--- config.mk ---
export PLATFORM = sky130hd
export DESIGN_NAME = wnh_sqdist
export DESIGN_NICKNAME = d
export VERILOG_FILES = /design/src/rtl/core/wnh_pkg.sv /design/src/rtl/core/wnh_sqdist.sv
export SDC_FILE = /design/constraint.sdc
export NUM_CORES = 2
export LEC_CHECK = 0
export CORE_AREA = 2 2 275 277
export DETAILED_ROUTE_END_ITERATION = 7
export DIE_AREA = 0 0 277 279
export DONT_BUFFER_PORTS = 1
export GPL_ROUTABILITY_DRIVEN = 0
export PLACE_DENSITY = 0.8
export SETUP_SLACK_MARGIN = 0.15
export SLEW_MARGIN = 10
export SYNTH_ARGS = -nofsm -noshare
export SYNTH_HDL_FRONTEND = slang
export SYNTH_SLANG_ARGS = --single-unit
--- constraint.sdc ---
create_clock -name aclk -period 12.1 [get_ports aclk]
set_clock_uncertainty 0.05 [all_clocks]
set_input_delay 0.605 -clock aclk [delete_from_list [all_inputs] [get_ports aclk]]
set_output_delay 0.605 -clock aclk [all_outputs]
set_load 0.01 [all_outputs]
--- src/rtl/core/wnh_pkg.sv ---
// ============================================================================
// wnh_pkg: shared types and constants of the waypoint graph store
// Sizes, field layout of one input beat, mode codes, sequencer states and
// the structs that travel between the sequencer, the distance unit and
// the memories.
// ============================================================================
package wnh_pkg;

    // Table sizes
    localparam int MAX_NODES = 1024;
    localparam int MAX_LINKS = 8;

    // Field widths
    localparam int NODE_W  = 10;
    localparam int SLOT_W  = 3;
    localparam int LCNT_W  = 4;
    localparam int NCNT_W  = 11;
    localparam int PREV_W  = 11;
    localparam int COORD_W = 32;
    localparam int POS_W   = 3 * COORD_W;
    localparam int LADDR_W = NODE_W + SLOT_W;

    // Distance arithmetic: |a-b| fits 32 bits, its square 64, the sum of three 66
    localparam int ABS_W  = 32;
    localparam int SQ_W   = 2 * ABS_W;
    localparam int DIST_W = SQ_W + 2;

    // Step count of the square-accumulate unit at which the sum is final
    localparam logic [2:0] SQ_DONE_STEP = 3'd5;

    // Stream widths
    localparam int S_TDATA_W = 144;
    localparam int S_TUSER_W = 2;
    localparam int M_TDATA_W = 16;
    localparam int M_TUSER_W = 1;

    typedef enum logic [1:0] {
        MODE_POS  = 2'd0,
        MODE_LINK = 2'd1,
        MODE_NEAR = 2'd2,
        MODE_NEXT = 2'd3
    } mode_t;

    typedef enum logic [3:0] {
        ST_CLEAR,
        ST_IDLE,
        ST_NQ_RD,
        ST_NQ_START,
        ST_NQ_CALC,
        ST_CH_RD,
        ST_CH_CNT,
        ST_CH_LRD,
        ST_CH_CHK,
        ST_OUT
    } state_t;

    typedef struct packed {
        mode_t                     mode;
        logic [NODE_W-1:0]         node_index;
        logic signed [COORD_W-1:0] pos_x;
        logic signed [COORD_W-1:0] pos_y;
        logic signed [COORD_W-1:0] pos_z;
        logic [SLOT_W-1:0]         link_slot;
        logic [NODE_W-1:0]         link_target;
        logic [LCNT_W-1:0]         link_count;
        logic signed [PREV_W-1:0]  previous_node;
        logic [SLOT_W-1:0]         start_offset;
    } item_t;

    // Request to the square-accumulate unit: query point and node position
    typedef struct packed {
        logic                      start;
        logic signed [COORD_W-1:0] qx;
        logic signed [COORD_W-1:0] qy;
        logic signed [COORD_W-1:0] qz;
        logic signed [COORD_W-1:0] px;
        logic signed [COORD_W-1:0] py;
        logic signed [COORD_W-1:0] pz;
    } sq_req_t;

    typedef struct packed {
        logic              done;
        logic [DIST_W-1:0] sqsum;
    } sq_rsp_t;

    // Write and read controls of the three memories
    typedef struct packed {
        logic               pos_we;
        logic [NODE_W-1:0]  pos_waddr;
        logic [POS_W-1:0]   pos_wdata;
        logic [NODE_W-1:0]  pos_raddr;
        logic               link_we;
        logic [LADDR_W-1:0] link_waddr;
        logic [NODE_W-1:0]  link_wdata;
        logic [LADDR_W-1:0] link_raddr;
        logic               lc_we;
        logic [NODE_W-1:0]  lc_waddr;
        logic [LCNT_W-1:0]  lc_wdata;
        logic [NODE_W-1:0]  lc_raddr;
    } mem_ctrl_t;

endpackage

--- src/rtl/core/wnh_sqdist.sv ---
// ============================================================================
// wnh_sqdist: shared square-accumulate unit
// Takes the absolute coordinate differences at start, then runs one
// 32x32 multiplier three times and sums the squares into an exact 66-bit
// distance. The sum is final when the step counter reaches SQ_DONE_STEP.
// ============================================================================
module wnh_sqdist import wnh_pkg::*; (
    input  logic    aclk,
    input  logic    aresetn,
    input  sq_req_t req,
    output sq_rsp_t rsp
);

    logic [ABS_W-1:0]  ad_reg [3];
    logic [2:0]        step_reg, step_next;
    logic              pv_reg, pv_next;
    logic [ABS_W-1:0]  op;
    logic [SQ_W-1:0]   prod_reg, prod_next;
    logic [DIST_W-1:0] sum_reg;

    function automatic logic [ABS_W-1:0] abs_diff(
        input logic signed [COORD_W-1:0] a,
        input logic signed [COORD_W-1:0] b
    );
        logic signed [COORD_W:0] d;
        d = {a[COORD_W-1], a} - {b[COORD_W-1], b};
        return d[COORD_W] ? ABS_W'(-d) : ABS_W'(d);
    endfunction

    // Pick the multiplier operand for this step
    always_comb begin
        unique case (step_reg)
            3'd1:    op = ad_reg[0];
            3'd2:    op = ad_reg[1];
            3'd3:    op = ad_reg[2];
            default: op = '0;
        endcase
        prod_next = SQ_W'(op) * SQ_W'(op);
        pv_next   = (step_reg >= 3'd1) && (step_reg <= 3'd3);
    end

    // Advance the step counter
    always_comb begin
        step_next = step_reg;
        if (req.start) begin
            step_next = 3'd1;
        end else if (step_reg == SQ_DONE_STEP) begin
            step_next = '0;
        end else if (step_reg != '0) begin
            step_next = step_reg + 3'd1;
        end
    end

    always_ff @(posedge aclk) begin
        if (!aresetn) begin
            step_reg <= '0;
            pv_reg   <= 1'b0;
        end else begin
            step_reg <= step_next;
            pv_reg   <= pv_next;
        end
    end

    // Capture differences, multiply, accumulate
    always_ff @(posedge aclk) begin
        if (req.start) begin
            ad_reg[0] <= abs_diff(req.qx, req.px);
            ad_reg[1] <= abs_diff(req.qy, req.py);
            ad_reg[2] <= abs_diff(req.qz, req.pz);
            sum_reg   <= '0;
        end else if (pv_reg) begin
            sum_reg <= sum_reg + DIST_W'(prod_reg);
        end
        prod_reg <= prod_next;
    end

    assign rsp.done  = (step_reg == SQ_DONE_STEP);
    assign rsp.sqsum = sum_reg;

endmodule

# Yosys cells after proc, flatten, opt, wreduce, memory -nomap -nowiden
# Memories as Yosys holds them, arrays and structs flattened.
# Cells that the tools add are included.
[totals]
register_bits = 134
latchBits = 0
mem_bits_rw = 96
mem_bits_ro = 0
inputBits = 195
output_inout_bits = 67
elab_cells = 35
n_memories = 1
[memory_table]
columns = ["name", "depth", "width", "rd", "rd_ports_with_merged_regs", "wr", "line", "text"]
rows = [
  ["ad_reg", 3, 32, 3, 0, 3, "wnh_sqdist.sv:14", "logic [ABS_W-1:0] ad_reg [3];"],
]
[classes]
addsub = 8
multipliers = 1
div_mod_pow = 0
n_lt_le_gt_ge = 2
eq_ne = 4
shift = 0
mux = 9
bitwise = 1
reduce_logical = 4
[op_table]
columns = ["operator", "count"]
rows = [
  ["$sub A32 B32 Y33", 3],
  ["$mux W32", 3],
  ["$neg A32 Y32", 3],
  ["$pmux W32 S3", 1],
  ["$add A66 B64 Y66", 1],
  ["$mul A32 B32 Y64", 1],
  ["$eq A3 B2 Y1 const B", 2],
  ["$reduce_bool A3 Y1", 2],
  ["$mux W1", 5],
  ["$add A3 B1 Y3 const B", 1],
  ["$eq A3 B1 Y1 const B", 1],
  ["$eq A3 B3 Y1 const B", 1],
  ["$ge A3 B1 Y1 const B", 1],
  ["$le A3 B2 Y1 const B", 1],
  ["$reduce_or A3 Y1", 1],
  ["$logic_and A1 B1 Y1", 1],
  ["$not A1 Y1", 1],
]

# Depth between registers and ports, before layout
[logic_depth]
word_depth = 4
mapped_depth = 40
mapped_depth_nobuf = 37

# Worst setup path before layout
# Ideal clock, no wire load.
[synth_timing]
kind = "register -> register"
startpoint = "register step_reg[1]"
endpoint = "register prod_reg[63]"
t_arrival_ns = 9.423
t_required_ns = 11.928
setup_slack_ns = 2.505
stages_incl_launch_ff = 38
period_less_slack_ns = 9.595
cell_sequence = "dfxtp_1 > inv_1 > ha_1 > nor2b_1 > clkbuf_1 > clkbuf_1 > a22oi_1 > and2_1 > clkbuf_1 > nor2_1 > clkbuf_1 > nand2_1 > fa_1 > inv_1 > fa_1 > inv_1 > fa_1 > fa_1 > (+2 left out) > inv_1 > fa_1 > inv_1 > fa_1 > inv_1 > fa_1 > inv_1 > ha_1 > and2_1 > nand4_1 > nand4b_1 > and3_1 > a2111oi_1 > o21ai_0 > a2111oi_2 > o21ai_0 > a21o_1 > o311a_1"
[synth_between]
elab_chain_len = 3
elab_cells_between_ends = 5
[synth_lines]
columns = ["element", "line", "text"]
rows = [
  ["start, declared", "wnh_sqdist.sv:15", "logic [2:0] step_reg, step_next;"],
  ["start signal, assigned", "wnh_sqdist.sv:59", "step_reg <= step_next;"],
  ["$eq A3 B2 Y1 / $eq A3 B1 Y1 (equally long branches)", "wnh_sqdist.sv:32", "unique case (step_reg)"],
  ["$pmux W32 S3 (*)", "wnh_sqdist.sv:32", ""],
  ["$mul A32 B32 Y64 (*)", "wnh_sqdist.sv:38", "prod_next = SQ_W'(op) * SQ_W'(op);"],
  ["named net prod_next[63]", "wnh_sqdist.sv:18", "logic [SQ_W-1:0] prod_reg, prod_next;"],
  ["end signal, assigned", "wnh_sqdist.sv:74", "prod_reg <= prod_next;"],
  ["end, declared", "wnh_sqdist.sv:18", ""],
]
# The timed path passes the listed nets; every way through them passes the cells marked *.
# A chain may end at the register's enable or synchronous reset.

# Final worst setup path
# Same ends and word-level chain as after synthesis.

==> run metrics <==
status complete, but fails checks; failing checks design-rule violations; setup ws final 0.6918 ns; Critical Path End prod_reg[63]$_DFF_P_; I/O Buffers 0; post-DR vias/cell 6.167; number of library cell types mapped by synthesis 100; gr usage total 37.98%; P_leak 0.02593 µW; RSZ-0062 raised after global routing false; total die area 0.07728 mm²; total CTS buffers 25; sequential share of power 23.5%; Final Util 66.98%; CTS H-Tree Depth 1; worst r2r dst prod_reg[63]$_DFF_P_; CP max stage delay 1.04 ns; number of global-route vias before repair 40310; initial antenna violation count 6; area leader, netlist fa_1; Sink Count 229; Reg2Reg Depth 32; I/O Pins 262; Final setup viols 0; final WL 146900 µm; Vias 39430; switching power 2404 µW; CP arrival 11.81 ns; Max Cap Violations 0; post-route ant nets 0; Initial Utilization 64.61%; CP startpoint step_reg[1]$_SDFFE_PP0P_; Area Overhead vs Synth 3.681%; syn_area_per_cell 8.714 µm²; Hold Vio Cnt, Final 0; CTS tree yes; Startpoint Class flip-flop; top cell type's share of synthesized area 33.47%; Die Wd 277 µm; DP Wirelength 118900 µm; Worst path slowest cell clkinv_1; Slew headroom 12.83%; Int Pwr 2531 µW; WL/cell 22.97 µm; Net Count, Synth 6939; Final Max Slew Viols 0; Cell Pwr Density 99.46 mW/mm²; fillcell total 5905; 1st-pass router iterations 8; Die Y 279 µm; global-route wire length before repair 223900 µm; CP endpoint kind flip-flop; Critical Path RT 12.50 ns; pre-CTS WS 0.5472 ns; fmax 87.66 MHz; # DRC 228; max reg flops 96; CTS Root Cell clkbuf_16; Sw Share 48.71%; Min Clock Period, post-route 11.41 ns; share of cells above drive strength 1 2.655%; leading post-synthesis cells by cell area fa_1 (33%), ha_1 (12%), inv_1 (9.4%), edfxtp_1 (6.0%), dfxtp_1 (5.6%); Ys Warns 0; latest clock arrival within the worst-skew pair 0.57 ns; # Post-CTS Setup Buffers 0; power share of the clock group 15.2%; predominant post-synthesis flop cell dfxtp_1; Initial DRC Count 4233; Core Region 0.07407 mm²; gate count of the mapped netlist 5492; worst-path maximum fanout 32; final net count 6852; pin count of the biggest net entering global routing 182; WS Path Type reg -> reg; Worst-Margin Slew 1.307 ns; Worst R2R Setup Slack 0.69 ns; Post-synth EDFFs 96; Remaining Overflow, GRT 0; reg-to-reg startpoint step_reg[1]$_SDFFE_PP0P_; Synth Cell Area 0.04785 mm²; synthesis-stage register bit count 229; Peak VDD IR 0.07675 mV; post-synthesis sequential area ratio 11.59%; Design Power 4935 µW; Hold/Removal Path Class in -> reg; CTS clk-pin slew, worst paths 0.06 ns; setup TNS 0 ns; final worst-path cycle share 94.28%; Post-synth ARST share 0%; Clock Path Buffers 3; Comb power frac 61.4%; site row count 100; critical path's most frequent cell fa_1
## placed cells by master (no fill, tap or decap), types with 39 or more instances in the layout
master	instances
nand2b_1	41
edfxtp_1	96
fa_1	800
a21o_1	137
inv_1	1196
nor2_1	481
dfxtp_1	132
ha_1	451
mux2i_1	50
xor2_1	96
xnor2_1	193
buf_4	39
o21ai_0	139
o21bai_1	47
nand2_1	491
and2_1	61
nand3_1	69
a21oi_1	254
nor3_1	52
## worst min path at each step
stage,from,endpoint,depth (start not counted)
after global placement,sum_reg[2]$_SDFFE_PP0P_,sum_reg[2]$_SDFFE_PP0P_,2
after global routing,req[192],ad_reg[0][11]$_DFFE_PP_,0
after CTS,aresetn,pv_reg$_SDFF_PN0_,2
final,req[192],ad_reg[0][11]$_DFFE_PP_,0
after detailed placement,sum_reg[2]$_SDFFE_PP0P_,sum_reg[2]$_SDFFE_PP0P_,2
after floorplan,sum_reg[51]$_SDFFE_PP0P_,sum_reg[51]$_SDFFE_PP0P_,2
## power by group through the flow
stage / Clock (µW) / Sequential (µW) / Combinational [µW]
after global routing: 786 / 1160 / 3290
after global placement: 0 / 1170 / 2810
final: 749 / 1160 / 3030
after CTS: 757 / 1150 / 2910
after detailed placement: 0 / 1170 / 2890
after floorplan: 0 / 1080 / 2080
## cells by family (layout without fill, tap and decap cells)
| family | Yosys count | in the layout | share of synthesized area, % |
|---|---|---|---|
| XOR/XNOR | 289 | 289 | 5.289 |
| buffers and inverters | 1357 | 1288 | 10.66 |
| adder cells (fa/ha/maj) | 1252 | 1252 | 45.28 |
| flip-flops | 229 | 229 | 11.59 |
| AND/OR/NAND/NOR | 1394 | 1394 | 13.16 |
| AO/OA/AOI/OAI | 917 | 917 | 12.88 |
| multiplexers | 54 | 54 | 1.137 |
| other | 0 | 2 | 0 |
## critical path, delay by kind of cell (launching register included)
kind	cells	cell delay, ns
buffers and inverters	9	1.98
DFF	1	0.46
adders and majority gates	10	4.95
AOI/OAI and AO/OA	7	1.92
and+or+nand+nor	6	1.90
## stage by stage
| step | instance area (µm²) | std cells | hold slack, ns |
|---|---|---|---|
| global placement | 48790 | 6347 | 0.4854 |
| floorplan | 47850 | 5492 | 0.4484 |
| detailed placement | 48800 | 6347 | 0.4940 |
| global route | 49610 | 6392 | 0.1250 |
| CTS | 49600 | 6392 | 0.1229 |
| finish | 49620 | 6394 | 0.1499 |
## timing repair
item                                    in CTS  in global routing
hold buffers                                 0                  0
endpoints found under the setup margin       0                  9
resized for setup                            0                  4
## routing by layer
metal	GRT usage (%)	wire, µm	part of all wire, %	vias up
li1	-	-	-	17350
met1	42.89	49880	34	18680
met2	58.34	62720	43	2476
met3	16.37	19920	14	908
met4	25.52	14050	9.6	17
met5	2.939	309	0.21	-
## cell type report
| cell class | count | area, µm² | area share (%) |
|---|---|---|---|
| Multi-Input combinational cell | 3906 | 37230 | 75.04 |
| Sequential cell | 229 | 5549 | 11.18 |
| Inverter | 1204 | 4523 | 9.116 |
| Tap cell | 969 | 1212 | 2.444 |
| Clock buffer | 33 | 685.7 | 1.382 |
| Timing Repair Buffer | 39 | 292.8 | 0.5901 |
| Clock inverter | 12 | 113.9 | 0.2295 |
| Antenna cell | 2 | 5.005 | 0.01009 |
## Yosys cell counts, types with 37 or more instances
cell type / number
nor3_1: 52
o21bai_1: 47
dfxtp_1: 133
and2_1: 61
xnor2_1: 193
fa_1: 800
ha_1: 452
mux2i_1: 51
xor2_1: 96
inv_1: 1196
a21oi_1: 254
a31oi_1: 37
clkbuf_1: 140
edfxtp_1: 96
nand2b_1: 41
nor2_1: 483
a21o_1: 137
o21ai_0: 140
nand2_1: 492
nand3_1: 69
No activity file was read; power rests on OpenSTA's default activity.
