==> config.mk <==
export PLATFORM = sky130hd
export DESIGN_NAME = wnh_seq
export DESIGN_NICKNAME = d
export VERILOG_FILES = /design/src/rtl/core/wnh_pkg.sv /design/src/rtl/core/wnh_seq.sv
export SDC_FILE = /design/constraint.sdc
export NUM_CORES = 1
export LEC_CHECK = 0
export BUFFER_PORTS_ARGS = -buffer_cell sky130_fd_sc_hd__buf_2
export CORE_AREA = 2 2 280 282
export DETAILED_ROUTE_END_ITERATION = 8
export DIE_AREA = 0 0 282 284
export PLACE_DENSITY = 0.46
export SYNTH_ARGS = -nofsm -noshare
export SYNTH_HDL_FRONTEND = slang
export SYNTH_SLANG_ARGS = --single-unit
==> constraint.sdc <==
create_clock -name aclk -period 19.4 [get_ports aclk]
set_clock_uncertainty 0.2 [all_clocks]
set_input_delay 2.91 -clock aclk [delete_from_list [all_inputs] [get_ports aclk]]
set_output_delay 2.91 -clock aclk [all_outputs]
set_load 0.02 [all_outputs]
==> src/rtl/core/wnh_pkg.sv <==
// ============================================================================
// wnh_pkg: shared types and constants of the waypoint graph store
// Sizes, field layout of one input beat, mode codes, sequencer states and
// the structs that travel between the sequencer, the distance unit and
// the memories.
// ============================================================================
package wnh_pkg;

    // Table sizes
    localparam int MAX_NODES = 1024;
    localparam int MAX_LINKS = 8;

    // Field widths
    localparam int NODE_W  = 10;
    localparam int SLOT_W  = 3;
    localparam int LCNT_W  = 4;
    localparam int NCNT_W  = 11;
    localparam int PREV_W  = 11;
    localparam int COORD_W = 32;
    localparam int POS_W   = 3 * COORD_W;
    localparam int LADDR_W = NODE_W + SLOT_W;

    // Distance arithmetic: |a-b| fits 32 bits, its square 64, the sum of three 66
    localparam int ABS_W  = 32;
    localparam int SQ_W   = 2 * ABS_W;
    localparam int DIST_W = SQ_W + 2;

    // Step count of the square-accumulate unit at which the sum is final
    localparam logic [2:0] SQ_DONE_STEP = 3'd5;

    // Stream widths
    localparam int S_TDATA_W = 144;
    localparam int S_TUSER_W = 2;
    localparam int M_TDATA_W = 16;
    localparam int M_TUSER_W = 1;

    typedef enum logic [1:0] {
        MODE_POS  = 2'd0,
        MODE_LINK = 2'd1,
        MODE_NEAR = 2'd2,
        MODE_NEXT = 2'd3
    } mode_t;

    typedef enum logic [3:0] {
        ST_CLEAR,
        ST_IDLE,
        ST_NQ_RD,
        ST_NQ_START,
        ST_NQ_CALC,
        ST_CH_RD,
        ST_CH_CNT,
        ST_CH_LRD,
        ST_CH_CHK,
        ST_OUT
    } state_t;

    typedef struct packed {
        mode_t                     mode;
        logic [NODE_W-1:0]         node_index;
        logic signed [COORD_W-1:0] pos_x;
        logic signed [COORD_W-1:0] pos_y;
        logic signed [COORD_W-1:0] pos_z;
        logic [SLOT_W-1:0]         link_slot;
        logic [NODE_W-1:0]         link_target;
        logic [LCNT_W-1:0]         link_count;
        logic signed [PREV_W-1:0]  previous_node;
        logic [SLOT_W-1:0]         start_offset;
    } item_t;

    // Request to the square-accumulate unit: query point and node position
    typedef struct packed {
        logic                      start;
        logic signed [COORD_W-1:0] qx;
        logic signed [COORD_W-1:0] qy;
        logic signed [COORD_W-1:0] qz;
        logic signed [COORD_W-1:0] px;
        logic signed [COORD_W-1:0] py;
        logic signed [COORD_W-1:0] pz;
    } sq_req_t;

    typedef struct packed {
        logic              done;
        logic [DIST_W-1:0] sqsum;
    } sq_rsp_t;

    // Write and read controls of the three memories
    typedef struct packed {
        logic               pos_we;
        logic [NODE_W-1:0]  pos_waddr;
        logic [POS_W-1:0]   pos_wdata;
        logic [NODE_W-1:0]  pos_raddr;
        logic               link_we;
        logic [LADDR_W-1:0] link_waddr;
        logic [NODE_W-1:0]  link_wdata;
        logic [LADDR_W-1:0] link_raddr;
        logic               lc_we;
        logic [NODE_W-1:0]  lc_waddr;
        logic [LCNT_W-1:0]  lc_wdata;
        logic [NODE_W-1:0]  lc_raddr;
    } mem_ctrl_t;

endpackage

==> src/rtl/core/wnh_seq.sv <==
// ============================================================================
// wnh_seq: command sequencer of the waypoint store
// Takes one beat at a time, drives the memory ports, walks the nodes for
// a nearest query through the shared distance unit, walks a node's links
// for a next-hop choice, and holds the result until it is taken.
// ============================================================================
module wnh_seq import wnh_pkg::*; (
    input  logic              aclk,
    input  logic              aresetn,
    input  logic              s_valid,
    output logic              s_ready,
    input  item_t             s_item,
    output logic              m_valid,
    input  logic              m_ready,
    output logic              m_found,
    output logic [NODE_W-1:0] m_node,
    input  logic [NCNT_W-1:0] node_count,
    input  logic [POS_W-1:0]  pos_rdata,
    input  logic [NODE_W-1:0] link_rdata,
    input  logic [LCNT_W-1:0] lc_rdata,
    output sq_req_t           sq_req,
    input  sq_rsp_t           sq_rsp,
    output mem_ctrl_t         mem
);

    state_t            state_reg, state_next;
    item_t             item_reg, item_next;
    logic [NODE_W-1:0] clr_reg, clr_next;
    logic [NODE_W-1:0] n_reg, n_next;
    logic [DIST_W-1:0] best_reg, best_next;
    logic              found_reg, found_next;
    logic [NODE_W-1:0] res_reg, res_next;
    logic [LCNT_W-1:0] cnt_reg, cnt_next;
    logic [SLOT_W-1:0] slot_reg, slot_next;
    logic [LCNT_W-1:0] k_reg, k_next;
    logic              s_accept;
    logic [NCNT_W-1:0] cand_ext;

    // Start offset modulo link count, by repeated subtraction on 4 bits
    function automatic logic [SLOT_W-1:0] slot_mod(
        input logic [SLOT_W-1:0] s,
        input logic [LCNT_W-1:0] c
    );
        logic [LCNT_W-1:0] r;
        r = LCNT_W'(s);
        for (int i = 0; i < MAX_LINKS; i++) begin
            if (r >= c) begin
                r = r - c;
            end
        end
        return SLOT_W'(r);
    endfunction

    assign s_ready  = (state_reg == ST_IDLE);
    assign s_accept = s_valid && s_ready;
    assign m_valid  = (state_reg == ST_OUT);
    assign m_found  = found_reg;
    assign m_node   = res_reg;
    assign cand_ext = {1'b0, link_rdata};

    // Distance request: query point held from the beat, position from memory
    assign sq_req.start = (state_reg == ST_NQ_START);
    assign sq_req.qx    = item_reg.pos_x;
    assign sq_req.qy    = item_reg.pos_y;
    assign sq_req.qz    = item_reg.pos_z;
    assign sq_req.px    = pos_rdata[COORD_W-1:0];
    assign sq_req.py    = pos_rdata[2*COORD_W-1:COORD_W];
    assign sq_req.pz    = pos_rdata[3*COORD_W-1:2*COORD_W];

    // Memory ports
    always_comb begin
        mem.pos_we     = s_accept && (s_item.mode == MODE_POS);
        mem.pos_waddr  = s_item.node_index;
        mem.pos_wdata  = {s_item.pos_z, s_item.pos_y, s_item.pos_x};
        mem.pos_raddr  = n_reg;
        mem.link_we    = s_accept && (s_item.mode == MODE_LINK);
        mem.link_waddr = {s_item.node_index, s_item.link_slot};
        mem.link_wdata = s_item.link_target;
        mem.link_raddr = {item_reg.node_index, slot_reg};
        mem.lc_we      = s_accept && (s_item.mode == MODE_LINK);
        mem.lc_waddr   = s_item.node_index;
        mem.lc_wdata   = (s_item.link_count > LCNT_W'(MAX_LINKS)) ?
                         LCNT_W'(MAX_LINKS) : s_item.link_count;
        mem.lc_raddr   = item_reg.node_index;
        // Clearing pass owns the link count write port after reset
        if (state_reg == ST_CLEAR) begin
            mem.lc_we    = 1'b1;
            mem.lc_waddr = clr_reg;
            mem.lc_wdata = '0;
        end
    end

    // Next state
    always_comb begin
        state_next = state_reg;
        item_next  = item_reg;
        clr_next   = clr_reg;
        n_next     = n_reg;
        best_next  = best_reg;
        found_next = found_reg;
        res_next   = res_reg;
        cnt_next   = cnt_reg;
        slot_next  = slot_reg;
        k_next     = k_reg;
        unique case (state_reg)
            ST_CLEAR: begin
                clr_next = clr_reg + NODE_W'(1);
                if (clr_reg == NODE_W'(MAX_NODES - 1)) begin
                    state_next = ST_IDLE;
                end
            end
            ST_IDLE: begin
                if (s_accept) begin
                    item_next = s_item;
                    unique case (s_item.mode)
                        MODE_POS, MODE_LINK: begin
                            state_next = ST_IDLE;
                        end
                        MODE_NEAR: begin
                            n_next     = '0;
                            found_next = 1'b0;
                            res_next   = '0;
                            state_next = (node_count == '0) ? ST_OUT : ST_NQ_RD;
                        end
                        MODE_NEXT: begin
                            found_next = 1'b0;
                            res_next   = '0;
                            state_next = ST_CH_RD;
                        end
                    endcase
                end
            end
            ST_NQ_RD: begin
                state_next = ST_NQ_START;
            end
            ST_NQ_START: begin
                state_next = ST_NQ_CALC;
            end
            ST_NQ_CALC: begin
                if (sq_rsp.done) begin
                    // Keep the strictly smaller distance: lowest index wins ties
                    if (!found_reg || (sq_rsp.sqsum < best_reg)) begin
                        found_next = 1'b1;
                        best_next  = sq_rsp.sqsum;
                        res_next   = n_reg;
                    end
                    if (({1'b0, n_reg} + NCNT_W'(1)) == node_count) begin
                        state_next = ST_OUT;
                    end else begin
                        n_next     = n_reg + NODE_W'(1);
                        state_next = ST_NQ_RD;
                    end
                end
            end
            ST_CH_RD: begin
                state_next = ST_CH_CNT;
            end
            ST_CH_CNT: begin
                if (({1'b0, item_reg.node_index} >= node_count) || (lc_rdata == '0)) begin
                    state_next = ST_OUT;
                end else begin
                    cnt_next   = lc_rdata;
                    slot_next  = slot_mod(item_reg.start_offset, lc_rdata);
                    k_next     = '0;
                    state_next = ST_CH_LRD;
                end
            end
            ST_CH_LRD: begin
                state_next = ST_CH_CHK;
            end
            ST_CH_CHK: begin
                if ((cand_ext < node_count) &&
                    ((cand_ext != item_reg.previous_node) || (cnt_reg == LCNT_W'(1)))) begin
                    found_next = 1'b1;
                    res_next   = link_rdata;
                    state_next = ST_OUT;
                end else if ((k_reg + LCNT_W'(1)) == cnt_reg) begin
                    state_next = ST_OUT;
                end else begin
                    k_next     = k_reg + LCNT_W'(1);
                    slot_next  = ((LCNT_W'(slot_reg) + LCNT_W'(1)) == cnt_reg) ?
                                 '0 : slot_reg + SLOT_W'(1);
                    state_next = ST_CH_LRD;
                end
            end
            ST_OUT: begin
                if (m_ready) begin
                    state_next = ST_IDLE;
                end
            end
            default: begin
                state_next = ST_IDLE;
            end
        endcase
    end

    // Control state
    always_ff @(posedge aclk) begin
        if (!aresetn) begin
            state_reg <= ST_CLEAR;
            clr_reg   <= '0;
            found_reg <= 1'b0;
            res_reg   <= '0;
        end else begin
            state_reg <= state_next;
            clr_reg   <= clr_next;
            found_reg <= found_next;
            res_reg   <= res_next;
        end
    end

    // Working payload
    always_ff @(posedge aclk) begin
        item_reg <= item_next;
        n_reg    <= n_next;
        best_reg <= best_next;
        cnt_reg  <= cnt_next;
        slot_reg <= slot_next;
        k_reg    <= k_next;
    end

endmodule

; ---- Word level (Yosys, flattened, before mapping)
; Index checks and enable logic that the tools add are counted.
; W data, S select, Z words.
[totals]
register_bits = 232
input_bits = 331
output_inout_bits = 385
[classes]
n_addsub = 14
order_cmp = 12
eq_ne = 30
muxes = 61
bitwise = 1
reduce_logical = 24
[ops]
columns = operator, count
row1 = $mux W4, 34
row2 = $mux W10, 9
row3 = $lt A66 B66 Y1, 1
row4 = $pmux W4 S10, 1
row5 = $pmux W10 S3, 1
row6 = $ge A4 B4 Y1, 7
row7 = $sub A4 B4 Y4, 6
row8 = $add A10 B1 Y10 const B, 2
row9 = $pmux W10 S2, 1
row10 = $eq A4 B3 Y1 const B, 4
row11 = $ne A2 B2 Y1 const B, 8
row12 = $mux W15, 1
row13 = $mux W3, 5
row14 = $pmux W4 S3, 1
row15 = $add A10 B1 Y11 const B, 1
row16 = $eq A11 B11 Y1, 1
row17 = $ge A10 B11 Y1, 1
row18 = $logic_not A11 Y1, 1
row19 = $lt A10 B11 Y1, 1
row20 = $ne A10 B11 Y1, 1
row21 = $eq A10 B10 Y1 const B, 1
row22 = $eq A4 B1 Y1 const B, 2
row23 = $eq A4 B2 Y1 const B, 2
row24 = $eq A4 B4 Y1, 2
row25 = 29 further kinds, 48

; ---- Logic depth before layout (Yosys ltp)
[depth]
word_depth = 32
ltp_mapped = 57
ltp_nobuf = 56

; ---- Worst setup path after synthesis
; Ideal clock, no wire load.
[synth_timing]
path_kind = input to register
start = in lc_rdata[1]
end = reg slot_reg[2] (data pin)
setup_time_ps = 265
t_arrival_ps = 13868
setup_slack_ps = 5066
stages = 47
n_path_buf = 1
cell_sequence = inv_1 > fa_1 > a211oi_1 > o21a_1 > nor2_1 > ha_1 > fa_1 > a21boi_1 > o21ai_1 > nor3_1 > or2_2 > ha_1 > fa_1 > a31o_2 > and2_0 > clkbuf_1 > and2_1 > or2_2 > (+11 left out) > a21bo_1 > a21o_1 > a21o_1 > nand2_1 > a21boi_0 > ha_1 > a21bo_1 > a21o_1 > a21oi_1 > nand2_1 > o311ai_1 > ha_1 > a21o_1 > a21o_1 > a21oi_1 > nand3_1 > o211ai_1 > o21ai_0
[synth_between]
elab_chain_len = 32
[synth_lines]
columns = item, line
row1 = from (decl), wnh_seq.sv:20  ; input logic [LCNT_W-1:0] lc_rdata,
row2 = $sub A3 B4 Y4 or $ge A3 B4 Y1 (tied branches), "wnh_seq.sv:48, wnh_seq.sv:47"
row3 = $mux W4, wnh_seq.sv:47  ; if (r >= c) begin
row4 = $mux W4, wnh_seq.sv:159  ; if (({1'b0, item_reg.node_index} >= node_count) || (lc_rdata == '0)) begin
row5 = $mux W4, wnh_seq.sv:105  ; unique case (state_reg)
row6 = $sub A4 B4 Y4 or $ge A4 B4 Y1 (tied branches), "wnh_seq.sv:48, wnh_seq.sv:47"
row7 = $mux W4, wnh_seq.sv:47
row8 = $mux W4, wnh_seq.sv:159
row9 = $mux W4, wnh_seq.sv:105
row10 = (+17 left out), -
row11 = $mux W4, wnh_seq.sv:47
row12 = $mux W4, wnh_seq.sv:159
row13 = $mux W4, wnh_seq.sv:105
row14 = $ge A4 B4 Y1 or $sub A3 B3 Y3 (tied branches), "wnh_seq.sv:47, wnh_seq.sv:48"
row15 = $mux W3 *, wnh_seq.sv:47
row16 = $mux W3 *, wnh_seq.sv:159
row17 = $pmux W3 S2 *, wnh_seq.sv:105
row18 = named net slot_next[2], wnh_seq.sv:34  ; logic [SLOT_W-1:0] slot_reg, slot_next;
row19 = to (signal assigned), wnh_seq.sv:218  ; slot_reg <= slot_next;
row20 = to (decl), wnh_seq.sv:34
; The timed path passes the listed nets; every way through them passes the cells marked *. The select of a mux whose other input is x is not followed.
; A chain may end at the register's enable or synchronous reset.

; ---- Worst setup path after layout
; Ends and elaborated chain as after synthesis.

==> impl_metrics.env <==
export IMPL_ir_drop_v=0.000167
export IMPL_clkLatencyLatePin_ns=0.60
export IMPL_die_area_sq_um=80100
export IMPL_overflow=0
export IMPL_min_delay_path_class="reg2reg"
export IMPL_cp_slowest_stage_delay_ns=0.62
export IMPL_tritoncts="built"
export IMPL_reg2reg_from="item_reg[0]"
export IMPL_fin_cells=2628
export IMPL_crit_buf_inv=2
export IMPL_synth_mux_area_share_pct=0.432
export IMPL_crit_path_frequent_cell="ha_1"
export IMPL_synth_compound_area_share_pct=8.85
export IMPL_place_congestion=0.868
export IMPL_synthTopCellsByArea="edfxtp_1 42%, buf_4 17%, ha_1 10%"
export IMPL_wl_microns=47100
export IMPL_antenna_found_initial=7
export IMPL_ys_seq_area_share_pct=45.5
export IMPL_synth_edf_count=207
export IMPL_setup_violations_final=0
export IMPL_r2r_end="slot_reg[2]"
export IMPL_worstSetupPathDepth=47
export IMPL_cts_resized_gates=0
export IMPL_grt_pass1_wl_microns=67900
export IMPL_endpoint_kind="flip-flop"
export IMPL_final_area_sq_um=17100
export IMPL_pre_cts_slack_ns=2.98
export IMPL_coreArea_sq_um=77000
export IMPL_synth_adder_area_share_pct=11.2
export IMPL_setup_tns_ns=0
export IMPL_critPathTopFamily="compound AO/OA/AOI/OAI gates"
export IMPL_path_class="in2reg"
export IMPL_critPathArrivalTime_ns=15.96
export IMPL_synth_xor_area_share_pct=3.48
export IMPL_path_clk_slew_ns=0.06
export IMPL_synth_cell_area_sq_um=14800
export IMPL_via_per_inst=3.88
export IMPL_hold_path_end="m_node[7]"
export IMPL_worst_r2r_path_depth=48
export IMPL_maxCapViolations=0
export IMPL_drtIter0Drc=516
export IMPL_min_period_over_period_pct=81.7
export IMPL_postCtsSetupRepairBufs=0
export IMPL_firstDrtPassIters=4
export IMPL_ys_seq_elements=232
export IMPL_r2r_slack_ns=5.99
export IMPL_hold_path_startpoint="m_node[7]"
export IMPL_dp_hpwl_microns=38300
export IMPL_fmax_mhz=63.1
export IMPL_syn_avg_cell_area_sq_um=10.6
export IMPL_yosys_warnings=0
export IMPL_die_width_microns=282
export IMPL_synth_top_family_by_area="buffers and inverters"
export IMPL_start_util_pct=19.2
export IMPL_hold_viol=0
export IMPL_power_density_nw_per_um2=124
export IMPL_drive_gt1_share_pct=36.8
export IMPL_worstMarginPinSlew_ns=0.965
export IMPL_netlist_instances=1386
export IMPL_rsz0062_at_grt="false"
export IMPL_worstPathRequired_ns=19.52
export IMPL_finalMaxSlewViolations=0
export IMPL_cp_max_fo=10
export IMPL_num_vias=10200
export IMPL_num_rows=102
export IMPL_cts_hold_repair_buffers=0
export IMPL_cts_made_buffers=30
export IMPL_startpoint_type="input port"
export IMPL_wl_per_cell_microns=17.9
export IMPL_post_route_min_period_ns=15.84
export IMPL_synthToLayoutAreaGrowth_pct=15.9
export IMPL_fin_ws_ns=3.56
export IMPL_ys_types=74
export IMPL_ios=716
export IMPL_grt_pass1_vias=10400
export IMPL_placed_cell_area_sq_um=16000
export IMPL_max_slew_margin_rel_pct=35.7
export IMPL_dp_cells=2570
export IMPL_synthSimpleGateAreaFrac_pct=9.93
export IMPL_whs_path_depth=2
export IMPL_crit_slowest_cell="o311ai_1"
export IMPL_cts_sinks=232
export IMPL_drc=0
export IMPL_grt_max_degree=67
export IMPL_ys_async_sr_fraction_pct=0
export IMPL_die_h_microns=284
export IMPL_io_buffers=497
export IMPL_synth_top_flop_cell="edfxtp_1"
export IMPL_synth_top_cell_area_share_pct=42.1
export IMPL_p_leak_uw=0.00740
export IMPL_yosys_area_top_type="edfxtp_1"
export IMPL_track_usage_pct=11.3
export IMPL_synth_fp_nets=1844
export IMPL_largest_reg_flops=96
export IMPL_cts_buffer_depth=3
export IMPL_final_antenna_net_count=0
export IMPL_root_buffer="clkbuf_16"
export IMPL_hold_slack_ns=0.259
export IMPL_nNetsFinal=2020
export IMPL_htree_levels=1
export IMPL_status="complete, no violations"
[placed cells by master (no fill, tap or decap), types with 4 or more instances in the layout]
master     instances
a211oi_1           8
a21boi_0           6
a21o_1            19
a21oi_1           58
a31o_2             4
a31oi_1            5
and2_1            14
and3_1             5
and4_1             4
buf_2            497
buf_4              8
bufinv_16          8
clkbuf_16         30
clkinv_2           7
dfxtp_1           25
edfxtp_1         207
fa_1               8
ha_1             119
inv_1            104
nand2_1          101
nand2b_1          10
nand3_1           21
nand4_1           21
nor2_1            57
nor2b_1            9
nor3_1            23
nor4_1            11
o21a_1             5
o21ai_0           26
o21ai_1            8
o22ai_1           13
o32ai_1           10
or2_2              5
or3_1              4
xnor2_1           25
xor2_1            31
[layout make-up]
| cell class | count | area (sq um) |
|---|---|---|
| sequential | 232 | 6720 |
| multi-input combinational | 687 | 5020 |
| fill | 8315 | 59900 |
| antenna | 3 | 7.51 |
| timing repair buffer | 505 | 2550 |
| clock buffer | 31 | 754 |
| tap | 1040 | 1300 |
| clock inverter | 24 | 349 |
| inverter | 106 | 403 |
[power breakdown]
group / internal, uW / total, uW / switching [uW] / leakage (uW)
clock: 389 / 626 / 237 / 0.000539
sequential: 570 / 571 / 0.852 / 0.00209
combinational: 408 / 929 / 521 / 0.00476
[kinds of logic after synthesis]
logic type | Yosys count
adders and majority gates | 127
buffers and inverters | 467
and+or+nand+nor | 300
muxes | 6
xor gates and xnor gates | 57
DFF | 232
AOI/OAI and AO/OA | 197
[worst max path at each step]
| stage | to | slack, ns | from |
|---|---|---|---|
| 2_1_floorplan | slot_reg[2] | 5.07 | lc_rdata[1] |
| 3_3_place_gp | slot_reg[2] | 3.56 | lc_rdata[1] |
| 3_5_place_dp | slot_reg[2] | 2.98 | lc_rdata[1] |
| 4_1_cts | slot_reg[2] | 3.61 | lc_rdata[1] |
| 5_1_grt | slot_reg[2] | 2.55 | lc_rdata[1] |
| 6_report | slot_reg[2] | 3.56 | lc_rdata[1] |
[cells in the mapped netlist (all sizes together), types with 5 or more instances]
library cell	number
a211oi	9
a21boi	7
a21o	19
a21oi	59
a31oi	5
and2	15
and3	6
buf	346
clkbuf	15
dfxtp	25
edfxtp	207
fa	8
ha	119
inv	106
nand2	101
nand2b	10
nand3	21
nand4	21
nor2	57
nor2b	9
nor3	26
nor4	12
o21a	5
o21ai	34
o22ai	13
o32ai	10
or2	7
xnor2	25
xor2	31
[worst register-to-register path, delay by kind of cell (launching register included)]
| family | cells | cell delay [ns] |
|---|---|---|
| simple gates | 11 | 1.93 |
| buf+inv | 2 | 0.14 |
| compound gates | 20 | 5.75 |
| flops | 1 | 0.41 |
| fa+ha+maj | 13 | 3.85 |
| mux | 2 | 0.86 |
[metrics by stage]
step           power [uW]  utilization [%]
2_1_floorplan        1350                -
3_3_place_gp         1490             20.8
3_5_place_dp         1510             20.8
4_1_cts              2150             22.2
5_1_grt              2310             22.2
6_report             2130             22.2
[routing by layer]
| metal | routed length [microns] | part of all wire, % | vias up | global-route usage, % |
|---|---|---|---|---|
| met4 | 1300 | 2.8 | 8 | 3.07 |
| met5 | 55 | 0.12 | - | 0 |
| met2 | 21900 | 46 | 411 | 18.5 |
| met3 | 5500 | 12 | 80 | 5.36 |
| met1 | 18400 | 39 | 4810 | 13.0 |
| li1 | - | - | 4884 | - |
No activity file was read; power rests on OpenSTA's default activity.
